`src/design/pmla_pkg.sv`:
```
package pmla_pkg;

    // table size and fixed-point format
    localparam int NUM_METHODS = 16;
    localparam int FRAC_BITS   = 11;

    // field widths
    localparam int IDX_W  = 4;
    localparam int TIME_W = 31;
    localparam int CNT_W  = 32;
    localparam int MASK_W = 16;

    // storage widths
    localparam int MW        = (NUM_METHODS > 2) ? $clog2(NUM_METHODS) : 1;
    localparam int NUM_AVG   = 3;
    localparam int K_W       = 2;
    localparam int AVG_DEPTH = NUM_METHODS * NUM_AVG;
    localparam int AW        = $clog2(AVG_DEPTH);
    localparam int TAVG_W    = TIME_W + FRAC_BITS;
    localparam int RAVG_W    = CNT_W + FRAC_BITS;
    localparam int COEF_W    = FRAC_BITS;

    localparam logic [K_W-1:0] K_LAST = K_W'(NUM_AVG - 1);

    // opcodes
    localparam logic OP_CALL = 1'b0;
    localparam logic OP_TICK = 1'b1;

    typedef enum logic [2:0] {
        ST_IDLE,
        ST_CALL_WR,
        ST_SCAN,
        ST_LOAD,
        ST_MUL,
        ST_ADD,
        ST_EMIT
    } pmla_state_t;

    typedef struct packed {
        logic           call_rd;
        logic           call_wr;
        logic           tick_rd;
        logic           load;
        logic           mul;
        logic           add;
        logic           emit;
        logic [MW-1:0]  m;
        logic [K_W-1:0] k;
    } pmla_cmd_t;

    typedef struct packed {
        logic call_ok;
        logic any_seen;
        logic seen_cur;
        logic is_last;
        logic out_free;
    } pmla_sts_t;

    // decay factors out of 2**FRAC_BITS: 1, 5 and 15 minute constants
    function automatic logic [COEF_W-1:0] decay_coef(input logic [K_W-1:0] k);
        logic [COEF_W-1:0] c;
        begin
            case (k)
                2'd0:    c = COEF_W'(1884);
                2'd1:    c = COEF_W'(2014);
                2'd2:    c = COEF_W'(2037);
                default: c = '0;
            endcase
            return c;
        end
    endfunction

    function automatic logic [COEF_W-1:0] decay_comp(input logic [K_W-1:0] k);
        begin
            return COEF_W'((2 ** FRAC_BITS) - int'(decay_coef(k)));
        end
    endfunction

endpackage

```
`src/design/pmla_ctrl.sv`:
```
module pmla_ctrl (
    input  logic                clk,
    input  logic                rst_n,
    input  logic                req_valid,
    input  logic                req_opcode,
    output logic                req_ready,
    input  pmla_pkg::pmla_sts_t sts,
    output pmla_pkg::pmla_cmd_t cmd
);

    pmla_pkg::pmla_state_t           state_reg, state_next;
    logic [pmla_pkg::MW-1:0]         m_reg, m_next;
    logic [pmla_pkg::K_W-1:0]        k_reg, k_next;

    always_ff @(posedge clk or negedge rst_n)
    begin
        if (!rst_n)
        begin
            state_reg <= pmla_pkg::ST_IDLE;
            m_reg     <= '0;
            k_reg     <= '0;
        end
        else
        begin
            state_reg <= state_next;
            m_reg     <= m_next;
            k_reg     <= k_next;
        end
    end

    // next state
    always_comb
    begin
        state_next = state_reg;
        m_next     = m_reg;
        k_next     = k_reg;
        unique case (state_reg)
            pmla_pkg::ST_IDLE:
            begin
                if (req_valid)
                begin
                    if (req_opcode == pmla_pkg::OP_CALL)
                    begin
                        if (sts.call_ok)
                            state_next = pmla_pkg::ST_CALL_WR;
                    end
                    else if (sts.any_seen)
                    begin
                        state_next = pmla_pkg::ST_SCAN;
                        m_next     = '0;
                    end
                end
            end
            pmla_pkg::ST_CALL_WR:
                state_next = pmla_pkg::ST_IDLE;
            pmla_pkg::ST_SCAN:
            begin
                if (sts.seen_cur)
                begin
                    state_next = pmla_pkg::ST_LOAD;
                    k_next     = '0;
                end
                else
                    m_next = m_reg + 1'b1;
            end
            pmla_pkg::ST_LOAD:
                state_next = pmla_pkg::ST_MUL;
            pmla_pkg::ST_MUL:
                state_next = pmla_pkg::ST_ADD;
            pmla_pkg::ST_ADD:
            begin
                if (k_reg == pmla_pkg::K_LAST)
                    state_next = pmla_pkg::ST_EMIT;
                else
                begin
                    state_next = pmla_pkg::ST_MUL;
                    k_next     = k_reg + 1'b1;
                end
            end
            pmla_pkg::ST_EMIT:
            begin
                if (sts.out_free)
                begin
                    if (sts.is_last)
                        state_next = pmla_pkg::ST_IDLE;
                    else
                    begin
                        state_next = pmla_pkg::ST_SCAN;
                        m_next     = m_reg + 1'b1;
                    end
                end
            end
            default:
                state_next = pmla_pkg::ST_IDLE;
        endcase
    end

    // outputs
    always_comb
    begin
        req_ready   = 1'b0;
        cmd         = '0;
        cmd.m       = m_reg;
        cmd.k       = k_reg;
        unique case (state_reg)
            pmla_pkg::ST_IDLE:
            begin
                req_ready   = 1'b1;
                cmd.call_rd = req_valid && (req_opcode == pmla_pkg::OP_CALL) && sts.call_ok;
            end
            pmla_pkg::ST_CALL_WR: cmd.call_wr = 1'b1;
            pmla_pkg::ST_SCAN:    cmd.tick_rd = sts.seen_cur;
            pmla_pkg::ST_LOAD:    cmd.load    = 1'b1;
            pmla_pkg::ST_MUL:     cmd.mul     = 1'b1;
            pmla_pkg::ST_ADD:     cmd.add     = 1'b1;
            pmla_pkg::ST_EMIT:    cmd.emit    = sts.out_free;
            default:              req_ready   = 1'b0;
        endcase
    end

endmodule

```
`config.mk`:
```
export PLATFORM = sky130hd
export DESIGN_NAME = pmla_ctrl
export DESIGN_NICKNAME = d
export VERILOG_FILES = /design/src/design/pmla_pkg.sv /design/src/design/pmla_ctrl.sv
export SDC_FILE = /design/constraint.sdc
export NUM_CORES = 1
export LEC_CHECK = 0
export BUFFER_PORTS_ARGS = -buffer_cell sky130_fd_sc_hd__buf_2
export CAP_MARGIN = 10
export CORE_AREA = 2 2 41 43
export DETAILED_ROUTE_END_ITERATION = 6
export DIE_AREA = 0 0 43 45
export HOLD_SLACK_MARGIN = 0.15
export MAX_ROUTING_LAYER = met4
export PLACE_DENSITY = 0.7
export RECOVER_POWER = 50
export REMOVE_ABC_BUFFERS = 1
export SKIP_LAST_GASP = 1
export SLEW_MARGIN = 20
export SYNTH_ARGS = -nofsm -noshare
export SYNTH_HDL_FRONTEND = slang
export SYNTH_SLANG_ARGS = --single-unit
```
`constraint.sdc`:
```
create_clock -name clk -period 1.9 [get_ports clk]
set_input_delay 0.095 -clock clk [delete_from_list [all_inputs] [get_ports clk]]
set_output_delay 0.095 -clock clk [all_outputs]
set_load 0.05 [all_outputs]
```
==> flow_summary.ini <==
[global_route]
met2_usage_pct = 29.7
antenna_found_initial = 0
met3_usage_pct = 8.40
grtUsageTotal_pct = 17.0
gr-usage-met1_pct = 17.3
grt_pass1_vias = 533
grt_max_degree = 21
grt-busiest-layer = met2
grt_pass1_wl_um = 2240
overflow = 0

[placed_design]
hpwlAfterDp_um = 1020
place_congestion = 0.840
post-place-ws_ns = 0.395
postPlaceCellArea_um2 = 744
port_buffers = 22

[cells_and_area]
fin_area_um2 = 772
fin_util_pct = 52.5
largest_reg_flops = 4
drive_gt1_share_pct = 25.3
diodes = 0
fill_cells = 153
final_nets = 107
area_growth_pct = 23.6

[detailed_routing]
routed_via_density = 5.32
drt_iter0_markers = 3
ant_nets = 0
via_count = 590
routedWlPerCell_um = 11.7
wirelength_um = 1300
drc = 0
firstDrtPassIters = 3

[clocking]
cts_tree = built
cts.clk_slew.worst_paths_ns = 0.06
cts_setup_buffers = 0
clk_latency_ns = 0.26
cts-buffers-inserted = 3
cts_root_buf = clkbuf_4
clockBufferDepth = 2
cts_hold_buffers = 1
cts_resized = 0
clock-sinks = 9
htreeDepth = 1

[logic_synthesis]
yosysMostFrequentCell = dfrtp_1
yosysWarnings = 0
ys_ff_latch = 9
ys.flop_type = dfrtp_1
ys_types = 35
post_synth.cell_area_avg_um2 = 8.79
yosysTopAreaCell = dfrtp_1
netlist_area_um2 = 624
yosysSeqAreaShare_pct = 36.1
synth_edf_count = 0
synth_common_cells = dfrtp_1, inv_1, nor2_1
synthCells = 71
yosysTopAreaCellShare_pct = 36.1
synth_area_leaders = dfrtp_1, nand3b_1, ha_1, inv_1, nand2b_1
async_reset_ff_share_pct = 100

[power]
cellPowerDensity_nw_per_um2 = 1870
ir_worst_vdd_v = 0.00116
p_leak_nw = 0.372

[critical_path]
rrSetupSlack_ns = 0.40
crit_slowest_cell = dfrtp_1
critPathKind = reg -> out
cp-start-kind = flip-flop
reg2reg_depth = 4
rr_endpoint = m_reg[0]
path_max_fanout = 9
cp.arrival_ns = 1.55
end_kind = output pin
worstPathCellList = buf_4, nor2b_1, and3_1, buf_2
required_ns = 1.80
max_stage_delay_ns = 0.49
r2r_start = state_reg[2]

[timing]
maxSlewViolCount = 0
clock_skew_ns = 0.00301
fin_crit_sh_pct = 86.4
rsz0062_at_grt = no
worst_slew_pin_slew_ns = 0.591
setup_viol = 0
hold_viol_final = 0
worst_slack_ns = 0.257
period_needed_ns = 1.64
fmax_mhz = 609
relSlewSlack_pct = 60.8

[floorplan]
rows = 14
ios = 23
die_h_um = 45
start_util_pct = 42.4
coreArea_um2 = 1470
die_w_um = 43
design.die.area_um2 = 1940

[flow_run]
max-cap-violations = 0

[worst_hold_path]
min_to = state_reg[2]
hp-start = sts[0]
holdPathStages = 3
hp-class = in -> reg

[outcome]
status = complete, no violations
metal layers:
metal	vias up	part of all wire [%]
li1	307	-
met1	265	44
met2	18	50
met3	0	6.6
met4	0	0
met5	-	0
final cells by class:
class                           instances  area [µm²]  area share, %
Timing Repair Buffer                   24         119           15.4
Sequential cell                         9         225           29.2
Multi-Input combinational cell         52         359           46.5
Inverter                                6        22.5           2.92
Tap cell                               16        20.0           2.59
Clock buffer                            4        26.3           3.40
logic make-up (layout without fill, tap and decap cells):
family / Yosys count / count (layout) / synth area share, %
simple gates: 31 / 31 / 30.5
fa+ha+maj: 2 / 2 / 4.01
buf+inv: 10 / 34 / 6.41
flops: 9 / 9 / 36.1
compound gates: 17 / 17 / 18.8
mux: 2 / 2 / 4.21
report_power, final:
part | internal (mW) | total [mW] | switching (mW)
clock | 0.0808 | 0.146 | 0.0654
sequential | 0.277 | 0.437 | 0.160
combinational | 0.267 | 0.861 | 0.593
total | 0.625 | 1.44 | 0.819
layout by cell type, fill, tap and decap left out, types with 2 or more instances in the layout:
| cell type | netlist | routed |
|---|---|---|
| a21oi_1 | 3 | 3 |
| clkbuf_4 | 0 | 3 |
| nor3b_1 | 2 | 2 |
| buf_2 | 2 | 15 |
| ha_1 | 2 | 2 |
| nor4_1 | 2 | 2 |
| clkbuf_1 | 2 | 8 |
| o21ai_1 | 3 | 3 |
| o31ai_1 | 2 | 2 |
| nand3b_1 | 4 | 4 |
| nand2b_1 | 3 | 3 |
| a31oi_1 | 2 | 2 |
| nor2_1 | 5 | 5 |
| nand3_1 | 3 | 3 |
| dfrtp_1 | 9 | 9 |
| nand2_1 | 3 | 3 |
| inv_1 | 5 | 5 |
per-stage QoR:
stage                     power [mW]  cells  setup TNS [ns]  hold WS [ns]
after floorplan                 1.11     67          -0.626        -0.201
after global placement          1.31    106               0       -0.0427
after detailed placement        1.32    106               0       -0.0421
after CTS                       1.48    111               0         0.183
after global routing            1.57    111               0         0.188
final                           1.44    111               0         0.186
worst max path at each step:
stage	slack, ns	to	startpoint	cells after the start
6_report	0.26	cmd[6]	state_reg[1]	4
5_1_grt	0.06	cmd[6]	state_reg[1]	4
4_1_cts	0.22	cmd[6]	state_reg[1]	4
3_5_place_dp	0.40	m_reg[0]	state_reg[1]	4
3_3_place_gp	0.41	m_reg[0]	state_reg[1]	4
2_1_floorplan	-0.30	cmd[12]	state_reg[2]	1
worst max-delay path, delay by kind of cell (launching register included):
| family | cells | cell delay [ns] |
|---|---|---|
| flops | 1 | 0.49 |
| buf+inv | 2 | 0.47 |
| simple gates | 2 | 0.32 |
No activity file was read; power rests on OpenSTA's default activity.
